==> src/assert_macros.svh <==
// assertion helpers shared by the frame sync receiver modules
// both sample on clk_i and are off while rst_ni is low
`ifndef ASSERT_MACROS_SVH
`define ASSERT_MACROS_SVH

// plain property check
`define BFS_ASSERT(lbl, prop, msg) \
  lbl: assert property (@(posedge clk_i) disable iff (!rst_ni) (prop)) else $error(msg);

// same-cycle implication check
`define BFS_ASSERT_IMP(lbl, cond, cons, msg) \
  lbl: assert property (@(posedge clk_i) disable iff (!rst_ni) (cond) |-> (cons)) \
    else $error(msg);

`endif

==> src/bfs_pkg.sv <==
`timescale 1ns / 1ps
`default_nettype none

package bfs_pkg;

  // frame geometry
  localparam int unsigned FRAME_BYTES_DEF = 18;
  localparam int unsigned IDX_MAX_W       = 6;
  localparam int unsigned NUM_BANKS       = 2;

  // fixed positions and limits inside a frame
  localparam logic [7:0]  START_ID_MAX = 8'h10;
  localparam int unsigned CHECK_POS    = 17;
  localparam int unsigned LENGTH_POS   = 7;

  // register indexes on the config port
  localparam logic [1:0] REG_START_ID_MIN     = 2'd0;
  localparam logic [1:0] REG_CHECKED_ID_MIN   = 2'd1;
  localparam logic [1:0] REG_MAX_LENGTH_VALUE = 2'd2;

  // reset values of the registers
  localparam logic [4:0] START_ID_MIN_RST     = 5'd1;
  localparam logic [4:0] CHECKED_ID_MIN_RST   = 5'd14;
  localparam logic [7:0] MAX_LENGTH_VALUE_RST = 8'd8;

  typedef struct packed {
    logic [4:0] start_id_min;
    logic [4:0] checked_id_min;
    logic [7:0] max_length_value;
  } bfs_cfg_t;

  // frame buffer write port from front to back
  typedef struct packed {
    logic                 en;
    logic                 bank;
    logic [IDX_MAX_W-1:0] idx;
    logic [7:0]           data;
  } bfs_wr_t;

endpackage

`default_nettype wire

==> src/bfs_if.sv <==
`timescale 1ns / 1ps
`default_nettype none

// received byte channel
interface bfs_in_if;
  logic       valid;
  logic       ready;
  logic       req_type;
  logic [7:0] rx_byte;

  modport source (output valid, output req_type, output rx_byte, input ready);
  modport sink (input valid, input req_type, input rx_byte, output ready);
endinterface

// frame byte channel
interface bfs_out_if;
  logic       valid;
  logic       ready;
  logic [7:0] frame_byte;
  logic [5:0] byte_index;
  logic       last_in_frame;

  modport source (output valid, output frame_byte, output byte_index,
                  output last_in_frame, input ready);
  modport sink (input valid, input frame_byte, input byte_index,
                input last_in_frame, output ready);
endinterface

`default_nettype wire

==> src/bfs_queue.sv <==
`timescale 1ns / 1ps
`default_nettype none

// two-entry queue of finished frame bank ids, front to back
module bfs_queue (
  input  wire  clk_i,
  input  wire  rst_ni,
  input  wire  push_i,
  input  wire  push_bank_i,
  input  wire  pop_i,
  output logic valid_o,
  output logic bank_o
);

  logic [1:0] slot_q;
  logic       wr_ptr_q, wr_ptr_d;
  logic       rd_ptr_q, rd_ptr_d;
  logic [1:0] count_q, count_d;

  // pointer and count update
  always_comb begin
    wr_ptr_d = wr_ptr_q;
    rd_ptr_d = rd_ptr_q;
    count_d  = count_q;
    if (push_i) begin
      wr_ptr_d = ~wr_ptr_q;
    end
    if (pop_i) begin
      rd_ptr_d = ~rd_ptr_q;
    end
    if (push_i && !pop_i) begin
      count_d = count_q + 2'd1;
    end else if (!push_i && pop_i) begin
      count_d = count_q - 2'd1;
    end
  end

  always_ff @(posedge clk_i or negedge rst_ni) begin
    if (!rst_ni) begin
      wr_ptr_q <= 1'b0;
      rd_ptr_q <= 1'b0;
      count_q  <= 2'd0;
    end else begin
      wr_ptr_q <= wr_ptr_d;
      rd_ptr_q <= rd_ptr_d;
      count_q  <= count_d;
    end
  end

  // slot storage
  always_ff @(posedge clk_i) begin
    if (push_i) begin
      slot_q[wr_ptr_q] <= push_bank_i;
    end
  end

  assign valid_o = count_q != 2'd0;
  assign bank_o  = slot_q[rd_ptr_q];

endmodule

`default_nettype wire

==> src/bfs_front.sv <==
`timescale 1ns / 1ps
`default_nettype none
`include "assert_macros.svh"

// hunts for start bytes, collects frames into the current bank and checks them
module bfs_front #(
  parameter int unsigned FRAME_BYTES = bfs_pkg::FRAME_BYTES_DEF
) (
  input  wire              clk_i,
  input  wire              rst_ni,
  input  bfs_pkg::bfs_cfg_t cfg_i,
  bfs_in_if.sink           rx_i,
  input  wire              done_i,
  output bfs_pkg::bfs_wr_t wr_o,
  output logic             push_o,
  output logic             push_bank_o
);

  import bfs_pkg::*;

  localparam int unsigned IdxW     = $clog2(FRAME_BYTES);
  localparam logic [1:0]  PendFull = 2'(NUM_BANKS);

  logic            in_sync_q, in_sync_d;
  logic [IdxW-1:0] fill_q, fill_d;
  logic [7:0]      xor_q, xor_d;
  logic            bank_q, bank_d;
  logic [1:0]      pending_q, pending_d;
  logic [7:0]      first_q, first_d;
  logic [7:0]      len_q, len_d;
  logic [7:0]      chk_q, chk_d;

  logic       accept;
  logic       push;
  logic       byte_start;
  logic       first_start;
  logic       first_checked;
  logic [7:0] chk_val;
  logic       frame_ok;

  // stall only when both banks hold frames waiting for readout
  assign rx_i.ready = pending_q != PendFull;
  assign accept     = rx_i.valid && rx_i.ready;

  // start id range and check tests
  assign byte_start    = ({3'b000, cfg_i.start_id_min} <= rx_i.rx_byte) &&
                         (rx_i.rx_byte <= START_ID_MAX);
  assign first_start   = ({3'b000, cfg_i.start_id_min} <= first_q) &&
                         (first_q <= START_ID_MAX);
  assign first_checked = {3'b000, cfg_i.checked_id_min} <= first_q;
  assign chk_val       = (fill_q == IdxW'(CHECK_POS)) ? rx_i.rx_byte : chk_q;
  assign frame_ok      = first_start &&
                         !(first_checked &&
                           ((xor_q != chk_val) || (len_q > cfg_i.max_length_value)));

  // per-item sync and fill logic
  always_comb begin
    in_sync_d = in_sync_q;
    fill_d    = fill_q;
    xor_d     = xor_q;
    bank_d    = bank_q;
    first_d   = first_q;
    len_d     = len_q;
    chk_d     = chk_q;
    push      = 1'b0;
    wr_o.en   = 1'b0;
    wr_o.bank = bank_q;
    wr_o.idx  = IDX_MAX_W'(fill_q);
    wr_o.data = rx_i.rx_byte;
    if (accept) begin
      if (rx_i.req_type) begin
        in_sync_d = 1'b0;
        fill_d    = '0;
        xor_d     = '0;
      end else if (!in_sync_q) begin
        if (byte_start) begin
          in_sync_d = 1'b1;
          fill_d    = IdxW'(1);
          xor_d     = rx_i.rx_byte;
          first_d   = rx_i.rx_byte;
          wr_o.en   = 1'b1;
          wr_o.idx  = '0;
        end
      end else begin
        wr_o.en = 1'b1;
        fill_d  = fill_q + IdxW'(1);
        if (fill_q < IdxW'(CHECK_POS)) begin
          xor_d = xor_q ^ rx_i.rx_byte;
        end
        if (fill_q == '0) begin
          first_d = rx_i.rx_byte;
        end
        if (fill_q == IdxW'(LENGTH_POS)) begin
          len_d = rx_i.rx_byte;
        end
        if (fill_q == IdxW'(CHECK_POS)) begin
          chk_d = rx_i.rx_byte;
        end
        // frame complete: hand off or drop sync
        if (fill_q == IdxW'(FRAME_BYTES - 1)) begin
          fill_d = '0;
          xor_d  = '0;
          if (frame_ok) begin
            push   = 1'b1;
            bank_d = ~bank_q;
          end else begin
            in_sync_d = 1'b0;
          end
        end
      end
    end
  end

  // frames handed off but not yet fully read by the back
  always_comb begin
    pending_d = pending_q;
    if (push && !done_i) begin
      pending_d = pending_q + 2'd1;
    end else if (!push && done_i) begin
      pending_d = pending_q - 2'd1;
    end
  end

  always_ff @(posedge clk_i or negedge rst_ni) begin
    if (!rst_ni) begin
      in_sync_q <= 1'b0;
      fill_q    <= '0;
      xor_q     <= '0;
      bank_q    <= 1'b0;
      pending_q <= 2'd0;
    end else begin
      in_sync_q <= in_sync_d;
      fill_q    <= fill_d;
      xor_q     <= xor_d;
      bank_q    <= bank_d;
      pending_q <= pending_d;
    end
  end

  // captured header and check bytes
  always_ff @(posedge clk_i) begin
    first_q <= first_d;
    len_q   <= len_d;
    chk_q   <= chk_d;
  end

  assign push_o      = push;
  assign push_bank_o = bank_q;

  `BFS_ASSERT_IMP(a_no_push_when_full, push, pending_q != PendFull, "push with both banks busy")
  `BFS_ASSERT_IMP(a_hunt_is_empty, !in_sync_q, fill_q == '0 && xor_q == '0, "partial while hunting")
  `BFS_ASSERT(a_push_flips_bank, push |=> bank_q != $past(bank_q), "bank did not flip on handoff")

endmodule

`default_nettype wire

==> src/bfs_back.sv <==
`timescale 1ns / 1ps
`default_nettype none
`include "assert_macros.svh"

// holds the two frame banks and streams finished frames out byte by byte
module bfs_back #(
  parameter int unsigned FRAME_BYTES = bfs_pkg::FRAME_BYTES_DEF
) (
  input  wire              clk_i,
  input  wire              rst_ni,
  input  bfs_pkg::bfs_wr_t wr_i,
  input  wire              q_valid_i,
  input  wire              q_bank_i,
  output logic             pop_o,
  output logic             done_o,
  bfs_out_if.source        frame_o
);

  import bfs_pkg::*;

  localparam int unsigned IdxW  = $clog2(FRAME_BYTES);
  localparam int unsigned Depth = NUM_BANKS * (2 ** IdxW);

  logic [7:0]      mem_q [Depth];

  logic            run_q, run_d;
  logic            rd_bank_q, rd_bank_d;
  logic [IdxW-1:0] rd_idx_q, rd_idx_d;

  logic            st_v_q, st_v_d;
  logic [7:0]      st_byte_q;
  logic [IdxW-1:0] st_idx_q;
  logic            st_last_q;

  logic            out_v_q, out_v_d;
  logic [7:0]      out_byte_q;
  logic [IdxW-1:0] out_idx_q;
  logic            out_last_q;

  logic out_free;
  logic issue;
  logic issue_last;
  logic pop;

  assign out_free   = !out_v_q || frame_o.ready;
  assign issue      = run_q && (!st_v_q || out_free);
  assign issue_last = rd_idx_q == IdxW'(FRAME_BYTES - 1);
  assign pop        = !run_q && q_valid_i;

  // readout sequencer
  always_comb begin
    run_d     = run_q;
    rd_bank_d = rd_bank_q;
    rd_idx_d  = rd_idx_q;
    if (pop) begin
      run_d     = 1'b1;
      rd_bank_d = q_bank_i;
      rd_idx_d  = '0;
    end else if (issue) begin
      rd_idx_d = rd_idx_q + IdxW'(1);
      if (issue_last) begin
        run_d = 1'b0;
      end
    end
  end

  // read stage and output register valids
  always_comb begin
    st_v_d = st_v_q;
    if (issue) begin
      st_v_d = 1'b1;
    end else if (out_free) begin
      st_v_d = 1'b0;
    end
    out_v_d = out_v_q;
    if (out_free) begin
      out_v_d = st_v_q;
    end
  end

  always_ff @(posedge clk_i or negedge rst_ni) begin
    if (!rst_ni) begin
      run_q     <= 1'b0;
      rd_bank_q <= 1'b0;
      rd_idx_q  <= '0;
      st_v_q    <= 1'b0;
      out_v_q   <= 1'b0;
    end else begin
      run_q     <= run_d;
      rd_bank_q <= rd_bank_d;
      rd_idx_q  <= rd_idx_d;
      st_v_q    <= st_v_d;
      out_v_q   <= out_v_d;
    end
  end

  // frame bank write port
  always_ff @(posedge clk_i) begin
    if (wr_i.en) begin
      mem_q[{wr_i.bank, wr_i.idx[IdxW-1:0]}] <= wr_i.data;
    end
  end

  // registered read into the stage
  always_ff @(posedge clk_i) begin
    if (issue) begin
      st_byte_q <= mem_q[{rd_bank_q, rd_idx_q}];
      st_idx_q  <= rd_idx_q;
      st_last_q <= issue_last;
    end
  end

  // output register
  always_ff @(posedge clk_i) begin
    if (out_free && st_v_q) begin
      out_byte_q <= st_byte_q;
      out_idx_q  <= st_idx_q;
      out_last_q <= st_last_q;
    end
  end

  assign pop_o                 = pop;
  assign done_o                = issue && issue_last;
  assign frame_o.valid         = out_v_q;
  assign frame_o.frame_byte    = out_byte_q;
  assign frame_o.byte_index    = IDX_MAX_W'(out_idx_q);
  assign frame_o.last_in_frame = out_last_q;

  `BFS_ASSERT_IMP(a_last_index, out_v_q && out_last_q, out_idx_q == IdxW'(FRAME_BYTES - 1), "last flag off the final index")
  `BFS_ASSERT_IMP(a_done_in_run, done_o, run_q, "done pulse outside a readout")
  `BFS_ASSERT(a_stage_holds, st_v_q && !out_free |=> st_v_q && $stable(st_byte_q), "read stage lost data under stall")

endmodule

`default_nettype wire

==> src/board_link_frame_sync_receiver.sv <==
`timescale 1ns / 1ps
`default_nettype none

// Frame sync receiver for a board link. Each input item is one received byte
// (or a resync request), and items are taken one per cycle while ready is
// high; frames of FRAME_BYTES bytes are collected into one of two frame banks.
// A frame that passes its start, checksum and length checks is streamed out
// one byte per cycle while the output is ready, passing the queue, readout
// sequencer, read stage and output register when the readout side is idle,
// while the next frame already fills the other bank. Input stalls only when
// both banks hold frames not yet read out. The readout sequencer sets the
// output rate at one byte per cycle and pops the next frame's bank id between
// frames, issuing no byte in that step, so input stays near one item per
// cycle as long as the output keeps up. Registers are written over the APB
// port at byte addresses 0, 4 and 8; no clearing pass follows reset.
module board_link_frame_sync_receiver #(
  parameter int unsigned FRAME_BYTES = bfs_pkg::FRAME_BYTES_DEF
) (
  input  wire         clk_i,
  input  wire         rst_ni,
  bfs_in_if.sink      rx_i,
  bfs_out_if.source   frame_o,
  input  wire         psel,
  input  wire         penable,
  input  wire         pwrite,
  input  wire  [3:0]  paddr,
  input  wire  [31:0] pwdata,
  output logic [31:0] prdata,
  output logic        pready
);

  import bfs_pkg::*;

  bfs_cfg_t cfg_q, cfg_d;
  bfs_wr_t  wr;
  logic     push;
  logic     push_bank;
  logic     pop;
  logic     done;
  logic     q_valid;
  logic     q_bank;
  logic     cfg_write;

  assign pready    = 1'b1;
  assign cfg_write = psel && penable && pwrite;

  // config register writes
  always_comb begin
    cfg_d = cfg_q;
    if (cfg_write) begin
      case (paddr[3:2])
        REG_START_ID_MIN:     cfg_d.start_id_min     = pwdata[4:0];
        REG_CHECKED_ID_MIN:   cfg_d.checked_id_min   = pwdata[4:0];
        REG_MAX_LENGTH_VALUE: cfg_d.max_length_value = pwdata[7:0];
        default:              cfg_d = cfg_q;
      endcase
    end
  end

  always_ff @(posedge clk_i or negedge rst_ni) begin
    if (!rst_ni) begin
      cfg_q.start_id_min     <= START_ID_MIN_RST;
      cfg_q.checked_id_min   <= CHECKED_ID_MIN_RST;
      cfg_q.max_length_value <= MAX_LENGTH_VALUE_RST;
    end else begin
      cfg_q <= cfg_d;
    end
  end

  // config register reads
  always_comb begin
    case (paddr[3:2])
      REG_START_ID_MIN:     prdata = {27'd0, cfg_q.start_id_min};
      REG_CHECKED_ID_MIN:   prdata = {27'd0, cfg_q.checked_id_min};
      REG_MAX_LENGTH_VALUE: prdata = {24'd0, cfg_q.max_length_value};
      default:              prdata = 32'd0;
    endcase
  end

  bfs_front #(
    .FRAME_BYTES (FRAME_BYTES)
  ) u_front (
    .clk_i       (clk_i),
    .rst_ni      (rst_ni),
    .cfg_i       (cfg_q),
    .rx_i        (rx_i),
    .done_i      (done),
    .wr_o        (wr),
    .push_o      (push),
    .push_bank_o (push_bank)
  );

  bfs_queue u_queue (
    .clk_i       (clk_i),
    .rst_ni      (rst_ni),
    .push_i      (push),
    .push_bank_i (push_bank),
    .pop_i       (pop),
    .valid_o     (q_valid),
    .bank_o      (q_bank)
  );

  bfs_back #(
    .FRAME_BYTES (FRAME_BYTES)
  ) u_back (
    .clk_i     (clk_i),
    .rst_ni    (rst_ni),
    .wr_i      (wr),
    .q_valid_i (q_valid),
    .q_bank_i  (q_bank),
    .pop_o     (pop),
    .done_o    (done),
    .frame_o   (frame_o)
  );

endmodule

`default_nettype wire
==> src/flat_wrapper.sv <==
// flat-port wrapper written by rule: the top's interface ports become plain ports
module board_link_frame_sync_receiver_flat import bfs_pkg::*;
#(
  parameter int unsigned FRAME_BYTES = bfs_pkg::FRAME_BYTES_DEF
)
  (clk_i, rst_ni, psel, penable, pwrite, paddr, pwdata, prdata, pready, rx_i_valid, rx_i_req_type, rx_i_rx_byte, rx_i_ready, frame_o_valid, frame_o_frame_byte, frame_o_byte_index, frame_o_last_in_frame, frame_o_ready);
  bfs_in_if rx_i_i ();
  bfs_out_if frame_o_i ();
  input  wire clk_i;
  input  wire rst_ni;
  input  wire psel;
  input  wire penable;
  input  wire pwrite;
  input  wire  [3:0] paddr;
  input  wire  [31:0] pwdata;
  output logic [31:0] prdata;
  output logic pready;
  input wire logic [$bits(rx_i_i.valid)-1:0] rx_i_valid;
  input wire logic [$bits(rx_i_i.req_type)-1:0] rx_i_req_type;
  input wire logic [$bits(rx_i_i.rx_byte)-1:0] rx_i_rx_byte;
  output wire logic [$bits(rx_i_i.ready)-1:0] rx_i_ready;
  output wire logic [$bits(frame_o_i.valid)-1:0] frame_o_valid;
  output wire logic [$bits(frame_o_i.frame_byte)-1:0] frame_o_frame_byte;
  output wire logic [$bits(frame_o_i.byte_index)-1:0] frame_o_byte_index;
  output wire logic [$bits(frame_o_i.last_in_frame)-1:0] frame_o_last_in_frame;
  input wire logic [$bits(frame_o_i.ready)-1:0] frame_o_ready;
  assign rx_i_i.valid = rx_i_valid;
  assign rx_i_i.req_type = rx_i_req_type;
  assign rx_i_i.rx_byte = rx_i_rx_byte;
  assign rx_i_ready = rx_i_i.ready;
  assign frame_o_valid = frame_o_i.valid;
  assign frame_o_frame_byte = frame_o_i.frame_byte;
  assign frame_o_byte_index = frame_o_i.byte_index;
  assign frame_o_last_in_frame = frame_o_i.last_in_frame;
  assign frame_o_i.ready = frame_o_ready;
  board_link_frame_sync_receiver #(.FRAME_BYTES(FRAME_BYTES)) u_core (.clk_i(clk_i), .rst_ni(rst_ni), .rx_i(rx_i_i), .frame_o(frame_o_i), .psel(psel), .penable(penable), .pwrite(pwrite), .paddr(paddr), .pwdata(pwdata), .prdata(prdata), .pready(pready));
endmodule
==> config.mk <==
export PLATFORM = sky130hd
export DESIGN_NAME = board_link_frame_sync_receiver_flat
export DESIGN_NICKNAME = d
export VERILOG_FILES = /design/src/bfs_pkg.sv /design/src/bfs_if.sv /design/src/bfs_queue.sv /design/src/bfs_front.sv /design/src/bfs_back.sv /design/src/board_link_frame_sync_receiver.sv /design/src/flat_wrapper.sv
export VERILOG_INCLUDE_DIRS = /design/src /design/src/src
export SDC_FILE = /design/constraint.sdc
export NUM_CORES = 1
export LEC_CHECK = 0
export ABC_CLOCK_PERIOD_IN_PS = 3100
export BUFFER_PORTS_ARGS = -buffer_cell sky130_fd_sc_hd__buf_2
export CAP_MARGIN = 40
export CORE_UTILIZATION = 55
export DETAILED_ROUTE_END_ITERATION = 6
export GPL_TIMING_DRIVEN = 0
export PLACE_DENSITY_LB_ADDON = 0.25
export RECOVER_POWER = 100
export SLEW_MARGIN = 20
export SYNTH_ARGS = -nofsm -noshare
export SYNTH_HDL_FRONTEND = slang
export SYNTH_SLANG_ARGS = --single-unit
==> constraint.sdc <==
create_clock -name clk_i -period 3.1 [get_ports clk_i]
set_input_delay 0.31 -clock clk_i [delete_from_list [all_inputs] [get_ports clk_i]]
set_output_delay 0.31 -clock clk_i [all_outputs]
set_load 0.005 [all_outputs]
==> flow_summary.ini, run 1 <==
[routing]
vias_per_cell = 6.17
first_pass_iters = 5
vias = 13400
drt_iter0_drc = 1350
post_drt_wl_per_cell_um = 26.8
routed_wl_mm = 58.1
drc = 0
antenna_left = 0

[final_layout]
final_util_pct = 65.3
postLayoutCellArea_sq_um = 29600
layout.nets = 1597
final_common_cell = edfxtp_1
final_cell_mix = edfxtp_1, mux4_2, buf_4, clkbuf_16, nand2_1
fillers = 2967
finalNonFillerCells = 2166
syn_to_final_growth_pct = 17.2
drive_above_1_share_pct = 33.7

[floorplanning]
coreArea_sq_um = 45300
die_area_sq_um = 46700
start_util_pct = 55.7
rows = 78
io_pins = 102
floorplan.die.width_um = 216
fp.dieH_um = 216

[placed_design]
hpwl_mm = 36.1
dp_cells = 2008
place_congestion = 0.862
placed_area_sq_um = 26400
io_buffers = 46

[setup_path]
crit_chain = inv_1, ha_1, and4_1, a211oi_1, o21ai_0, a31oi_1, nand2b_1, buf_2, a22o_1
worst_r2r_startpoint = u_core.cfg_q[13]
required_ns = 3.64
end_kind = register
critPathCapture = u_core.u_front.xor_q[4]
critPathKind = reg2reg
crit_start = u_core.cfg_q[13]
crit_arrival_ns = 3.62
rrSetupSlack_ns = 0.02
path_depth = 9
cp_top_family = compound AO/OA/AOI/OAI gates
worstPathMaxFanout = 9
worst-path-buf-inv = 2
startpoint_type = register
rr_worst_depth = 9
crit_path_top_delay_cell = a31oi_1
max_stage_delay_ns = 0.82
regToRegEndpoint = u_core.u_front.xor_q[4]

[grt]
grt_max_degree = 74
grt_pass1_wl_mm = 85.3
grt-ovfl-total = 0
grt_usage_pct = 25.3
antenna_found_initial = 2
grt_pass1_vias = 13100

[synth]
netlist_area_sq_um = 25200
ys.flop_type = edfxtp_1
ys_types = 59
syn_inst = 1330
yosysWarnings = 0
synth_edf_count = 566
ys_seq_area_share_pct = 72.1
ys_async_sr_fraction_pct = 7.82
synth-seq-cells = 614
avgSynthCellArea_sq_um = 19.0

[sta]
slew_headroom_pct = 38.9
rsz0062_at_grt = true
fin_crit_ns = 3.08
setup_violations = 0
clock.fmax_mhz = 325
hold_violations = 0
worst_hold_slack_ns = 0.123
finalMaxSlewViolations = 0
tightest_slew_ns = 0.912
period_share_pct = 99.2
clock_skew_ns = 0.0181

[worst_hold_path]
worstHoldPathType = in2reg

[power_and_ir_drop]
power.leakage_nw = 9.95
ir_worst_vdd_mv = 0.554
p_per_area_nw_per_um2 = 803

[cts]
cts_buffers = 59
cts-htree-levels = 2
cts.sinks = 614
cts_buffer_depth = 3
insertion_delay_ns = 0.61
clk_pin_slew_worst_paths_ns = 0.06
cts_tree = done
root_buffer = clkbuf_16

[status]
status = finished clean

[flow_run]
maxCapViolations = 0
==> logic make-up (layout without fill, tap and decap cells) <==
family	count (synthesis)	count (layout)	share of synthesized area, %
flip-flops	614	614	72.1
AND/OR/NAND/NOR	232	232	4.47
multiplexers	192	192	15.6
buffers and inverters	129	340	2.72
AO/OA/AOI/OAI	117	117	3.03
adder cells (fa/ha/maj)	30	30	1.49
XOR/XNOR	14	14	0.486
other	2	27	0.0298
==> routing by layer <==
metal | global-route usage [%] | share of wire (%) | vias to the layer above
li1 | - | - | 5716
met4 | 8.29 | 2.7 | 2
met5 | 0 | 0.021 | -
met3 | 5.45 | 7.8 | 101
met1 | 34.7 | 40 | 6931
met2 | 40.8 | 50 | 609
==> power by group <==
| group | switching [mW] | total (mW) | internal, mW |
|---|---|---|---|
| logic | 3.57 | 6.61 | 3.04 |
| clock network | 3.04 | 7.33 | 4.29 |
| registers | 0.285 | 9.82 | 9.54 |
==> Yosys cell counts (16+ instances only) <==
cell,count,share of area (%)
edfxtp_1,566,67
mux4_2,160,14
nor2_1,85,1.3
nand2_1,54,0.80
dfrtp_1,43,4.3
inv_1,40,0.60
o21ai_0,38,0.75
buf_4,30,0.89
ha_1,30,1.5
clkbuf_1,26,0.39
mux2i_1,18,0.71
buf_2,17,0.34
nor2b_1,17,0.42
nand3_1,16,0.32
==> registers in the layout (all words and copies together) (netlist names), 5 cells and up <==
| name | flops |
|---|---|
| u_core.u_front.xor_q | 8 |
| u_core.u_back.mem_q | 512 |
| u_core.u_front.fill_q | 5 |
| u_core.cfg_q | 18 |
| u_core.u_front.first_q | 8 |
| u_core.u_back.rd_idx_q | 5 |
| u_core.u_back.st_idx_q | 5 |
| u_core.u_back.st_byte_q | 8 |
| u_core.u_back.frame_o.frame_byte | 8 |
| u_core.u_back.out_idx_q | 5 |
| u_core.u_front.chk_q | 8 |
| u_core.u_front.len_q | 8 |
==> area by class of cell <==
cell class	count	area, sq um	share of cell area [%]
diodes	1	2.50	0.00846
multi-input cells	611	7030	23.8
well taps	600	751	2.54
flip-flops and latches	614	18200	61.5
clock inverters	40	400	1.35
plain buffers	88	582	1.97
clock buffers	71	1580	5.35
repair buffers	101	872	2.95
inverters	40	153	0.516
==> repair_timing <==
action	in CTS	in global routing
endpoints found under the setup margin	524	486
buffers inserted	16	14
hold buffers	10	0
gates resized for setup	133	44
hold endpoints to repair	63	0
pin swaps	14	16
==> worst min-delay path by stage <==
stage,from,end,slack [ns],cells past startpoint
6_report,rx_i_rx_byte[2],u_core.u_front.first_q[2],0.12,1
3_5_place_dp,rst_ni,u_core.cfg_q[14],0.40,1
3_3_place_gp,u_core.u_back.st_byte_q[6],u_core.u_back.frame_o.frame_byte[6],0.41,0
4_1_cts,frame_o_ready,u_core.u_back.st_v_q,0.10,3
2_1_floorplan,rst_ni,u_core.cfg_q[0],0.01,0
5_1_grt,rx_i_rx_byte[2],u_core.u_back.mem_q[35][2],0.11,1
==> through the flow <==
step                      total power [mW]  setup WS [ns]  TNS, ns
after floorplan                       14.2        -0.0638    -1.02
final                                 23.8         0.0248        0
after global routing                  24.6        -0.0381   -0.348
after global placement                16.2          -1.74  -700.10
after detailed placement              16.3          -1.17  -483.76
after CTS                             23.7         -0.208   -21.56
Note: power is estimated with default switching activity, not from simulation.
==> inputs of run 2 (changes only) <==
Settings changed: CORE_ASPECT_RATIO set to 1.25.
==> run 2 against run 1 <==
The run now ends with setup timing left. Total power down 1.3%. Routed wire length decreased by 1.1%. Setup slack lost 0.11 ns. Global-route usage decreased by 0.061 points. Sequential share of layout area grew 0.31 points. Critical endpoint is now u_core.u_back.mem_q[2][1]. Critical path depth fell by 3. Final cell count down 0.97%. Hold slack worse by 0.054 ns. Clock skew about the same. Sequential power hardly changed. Register-to-register slack lost 0.11 ns.
==> flow_summary.ini, run 2 (synthesized netlist as in run 1, its figures left out) <==
[sta]
setup_ws_ns = -0.0848
clock_skew_ns = 0.0183
rsz0062_at_grt = true
finalMaxSlewViolations = 0
fin_crit_ns = 3.18
tightest_slew_ns = 1.50
period_share_pct = 103
setup_violations = 102
slew_headroom_pct = 0.0558
hold_violations = 0
clock.fmax_mhz = 314

[floorplanning]
floorplan.die.width_um = 194
io_pins = 102
die_area_sq_um = 46700
coreArea_sq_um = 45200
rows = 87
fp.dieH_um = 241
start_util_pct = 55.9

[cts]
insertion_delay_ns = 0.60
cts-htree-levels = 2
cts_buffers = 57
clk_pin_slew_worst_paths_ns = 0.06
root_buffer = clkbuf_16
cts.sinks = 614
cts_tree = done
cts_buffer_depth = 3

[setup_path]
end_kind = register
required_ns = 3.36
rr_worst_depth = 6
worstPathMaxFanout = 11
startpoint_type = register
critPathKind = reg2reg
crit_arrival_ns = 3.45

[placed_design]
placed_area_sq_um = 26400
hpwl_mm = 36.2
place_congestion = 0.889
dp_cells = 1991
io_buffers = 46
post-place-ws_ns = -1.13

[routing]
drc = 0
post_drt_wl_per_cell_um = 26.8
routed_wl_mm = 57.5
vias = 13400
antenna_left = 0
vias_per_cell = 6.24
drt_iter0_drc = 1299
first_pass_iters = 5

[final_layout]
fillers = 2933
drive_above_1_share_pct = 32.2
finalNonFillerCells = 2145
final_util_pct = 65.1
largest_register_ffs = 512
layout.nets = 1602
diodes = 0
postLayoutCellArea_sq_um = 29400
final_cell_mix = edfxtp_1, mux4_2, clkbuf_16, buf_4, nand2_1
final_common_cell = edfxtp_1
syn_to_final_growth_pct = 16.6

[grt]
grt_pass1_wl_mm = 85.3
grt_pass1_vias = 13400
use_met3_pct = 3.27
grt-ovfl-total = 0
grt_max_degree = 74
antenna_found_initial = 0
grt_usage_pct = 25.2
busiest_layer = met2
grtUsageMet1_pct = 31.7
met2_usage_pct = 45.3

[power_and_ir_drop]
p_per_area_nw_per_um2 = 797
power_mw = 23.4
ir_worst_vdd_mv = 0.495
power.leakage_nw = 9.88

[status]
violations = setup timing
status = finished with violations

[worst_hold_path]
holdPathStages = 2
worstHoldPathType = in2reg

[flow_run]
maxCapViolations = 0
## run 2: changes by cell type in the layout (fill, tap and decap cells not counted), sizes merged
cell	change
clkinvlp	-1
clkinv	-1
dlygate4sd3	-1
buf	-14
bufinv	+1
clkbuf	+17
diode	-1
inv	+1
## run 2: critical path, cell delays in order (launching register included)
cell and delay, ns:
dfrtp_1 0.40, nand2b_1 0.30, nand2_1 0.20, nor2_1 0.31, clkbuf_1 0.53, nand3_2 0.63
nor2_4 0.47
## run 2: through the flow
stage / TNS (ns) / hold WS [ns]
after CTS: -5.76 / 0.0441
after global placement: -683.22 / 0.404
after floorplan: -1.02 / 0.0144
final: -3.79 / 0.0694
after detailed placement: -446.36 / 0.388
after global routing: -32.87 / 0.0663
## run 2: layer usage
| layer | up-vias | wire length, um | share of wire [%] |
|---|---|---|---|
| li1 | 5714 | - | - |
| met1 | 6966 | 21600 | 38 |
| met2 | 558 | 30600 | 53 |
| met3 | 140 | 3290 | 5.7 |
| met4 | 0 | 1990 | 3.5 |
| met5 | - | 0 | 0 |
## run 2: where the power goes
group	switching, mW	total (mW)	internal (mW)
clock network	2.99	7.12	4.13
logic	3.53	6.54	3.01
registers	0.254	9.79	9.54
total	6.77	23.4	16.7
## run 2: final timing paths
kind	slack, ns	endpoint	from
worst min-delay path	0.07	u_core.u_front.xor_q[2]	rx_i_req_type
worst max-delay path	-0.08	u_core.u_back.mem_q[2][1]	u_core.u_front.pending_q[0]
min in group asynchronous	0.55	u_core.cfg_q[5]	rst_ni
max in group asynchronous	1.73	u_core.u_back.frame_o.valid	rst_ni
worst max register to register	-0.08	u_core.u_back.mem_q[2][1]	u_core.u_front.pending_q[0]
worst min register to register	0.42	u_core.u_back.frame_o.frame_byte[4]	u_core.u_back.st_byte_q[4]
## run 2: repair_timing
action,in CTS,in global routing
endpoints found under the hold margin,59,0
pin swaps,19,6
endpoints found under the setup margin,507,490
buffers inserted,24,12
hold buffers,9,0
resized for setup,124,38
## run 2: area by class of cell
| type | count | area (sq um) | share of cell area [%] |
|---|---|---|---|
| Buffer | 89 | 583 | 1.98 |
| Clock buffer | 66 | 1460 | 4.96 |
| Clock inverter | 40 | 443 | 1.50 |
| Inverter | 40 | 153 | 0.519 |
| Multi-Input combinational cell | 611 | 6970 | 23.7 |
| Sequential cell | 614 | 18200 | 61.9 |
| Tap cell | 578 | 723 | 2.46 |
| Timing Repair Buffer | 107 | 892 | 3.03 |
==> inputs of run 3 (changes only) <==
Settings changed: SKIP_CTS_REPAIR_TIMING set to 1.
==> run 3 against run 2 <==
The flow finishes with violations (capacitance limit, slew limit, setup timing). Sequential share of layout area rose by 0.15 points. Hold slack better by 0.011 ns. Maximum frequency shrank 1.7%. Non-clock buffer count is the same. Total power about the same. Clock power barely moved. Sequential power about the same.
==> flow_summary.ini, run 3 (synthesized netlist as in run 1, its figures left out) <==
[final_layout]
drive_above_1_share_pct = 32.3
syn_to_final_growth_pct = 16.4
final_cell_mix = edfxtp_1, mux4_2, buf_4, clkbuf_16, nand2_1
postLayoutCellArea_sq_um = 29400
final_common_cell = edfxtp_1
finalNonFillerCells = 2145
layout.nets = 1602
largest_register_ffs = 512
diodes = 0

[grt]
grt_pass1_wl_mm = 83.8
antenna_found_initial = 0
grt_max_degree = 74
grt_usage_pct = 24.8
grt_pass1_vias = 13100
grt-ovfl-total = 0

[routing]
first_pass_iters = 6
drt_iter0_drc = 1285
drc = 0
post_drt_wl_per_cell_um = 26.7
vias = 13300
antenna_left = 0
vias_per_cell = 6.22
routed_wl_mm = 57.3

[setup_path]
worstPathMaxFanout = 8
required_ns = 3.58
crit_path_top_delay_cell = dfrtp_2
startpoint_type = register
end_kind = register
critPathKind = reg2reg
crit_arrival_ns = 3.73
crit_chain = inv_4, ha_1, nor4bb_4, buf_6, mux2i_2, o22ai_1, nor4_2, nand3_1, a21oi_4, ha_1, nor2_1, xor2_1
max_stage_delay_ns = 0.46
worst-path-buf-inv = 2
crit_top_cell = ha_1
cp_top_family = simple AND/OR/NAND/NOR gates

[placed_design]
hpwl_mm = 36.2
io_buffers = 46
place_congestion = 0.889
dp_cells = 1991
placed_area_sq_um = 26400

[cts]
cts_tree = done
cts_buffer_depth = 3
insertion_delay_ns = 0.60
clk_pin_slew_worst_paths_ns = 0.06
cts_buffers = 57
root_buffer = clkbuf_16
cts-htree-levels = 2
cts.sinks = 614

[sta]
hold_violations = 0
finalMaxSlewViolations = 70
slew_headroom_pct = -4.72
clock.fmax_mhz = 309
setup_violations = 8
tightest_slew_ns = 1.57
setup_ws_ns = -0.141
period_share_pct = 105
rsz0062_at_grt = true
clock_skew_ns = 0.0223
fin_tns_setup_ns = -0.397
worst_hold_slack_ns = 0.0803
fin_crit_ns = 3.24

[worst_hold_path]
worstHoldPathType = in2reg

[floorplanning]
rows = 87
io_pins = 102
die_area_sq_um = 46700
coreArea_sq_um = 45200
fp.dieH_um = 241
start_util_pct = 55.9
floorplan.die.width_um = 194

[power_and_ir_drop]
power.leakage_nw = 9.90
p_per_area_nw_per_um2 = 798
ir_worst_vdd_mv = 0.489
power_mw = 23.4

[flow_run]
maxCapViolations = 1

[status]
violations = capacitance limit, slew limit, setup timing
status = finished with violations
run 3: power by group:
group | switching (mW) | total, mW | leakage, nW | internal [mW]
clock | 2.97 | 7.10 | 0.929 | 4.13
sequential | 0.256 | 9.80 | 5.66 | 9.54
combinational | 3.53 | 6.54 | 3.31 | 3.02
run 3: routing by layer:
layer	routed length [um]	track usage [%]	vias up
met1	22000	31.6	6977
li1	-	-	5712
met3	3170	3.01	118
met2	30300	44.7	525
met5	0	0	-
met4	1910	7.95	0
run 3: worst min-delay path, delay by kind of cell:
kind                   cells  cell delay [ns]
AOI/OAI and AO/OA          1             0.18
buffers and inverters      1             0.08
and+or+nand+nor            1             0.06
run 3: final cells by class:
type	instances	area [sq um]
plain buffers	89	587
clock buffers	66	1460
clock inverters	40	443
fillers	2936	15800
inverters	40	153
multi-input cells	611	6950
flip-flops and latches	614	18200
well taps	578	723
repair buffers	107	841
run 3: metrics by stage:
stage / setup WS (ns) / utilization (%)
3_5_place_dp: -1.13 / 58.5
4_1_cts: -0.545 / 62.8
6_report: -0.141 / 65.0
3_3_place_gp: -1.77 / 58.2
5_1_grt: -0.230 / 65.0
2_1_floorplan: -0.0638 / -
run 3: final timing paths:
check | start | end | slack, ns | depth (start not counted)
min | frame_o_ready | u_core.u_back.st_v_q | 0.08 | 3
max reg2reg | u_core.u_front.fill_q[1] | u_core.u_front.pending_q[1] | -0.14 | 12
max in group asynchronous | rst_ni | u_core.u_front.fill_q[1] | 1.64 | 2
max | u_core.u_front.fill_q[1] | u_core.u_front.pending_q[1] | -0.14 | 12
min reg2reg | u_core.u_back.st_byte_q[4] | u_core.u_back.frame_o.frame_byte[4] | 0.42 | 0
min in group asynchronous | rst_ni | u_core.cfg_q[5] | 0.56 | 2
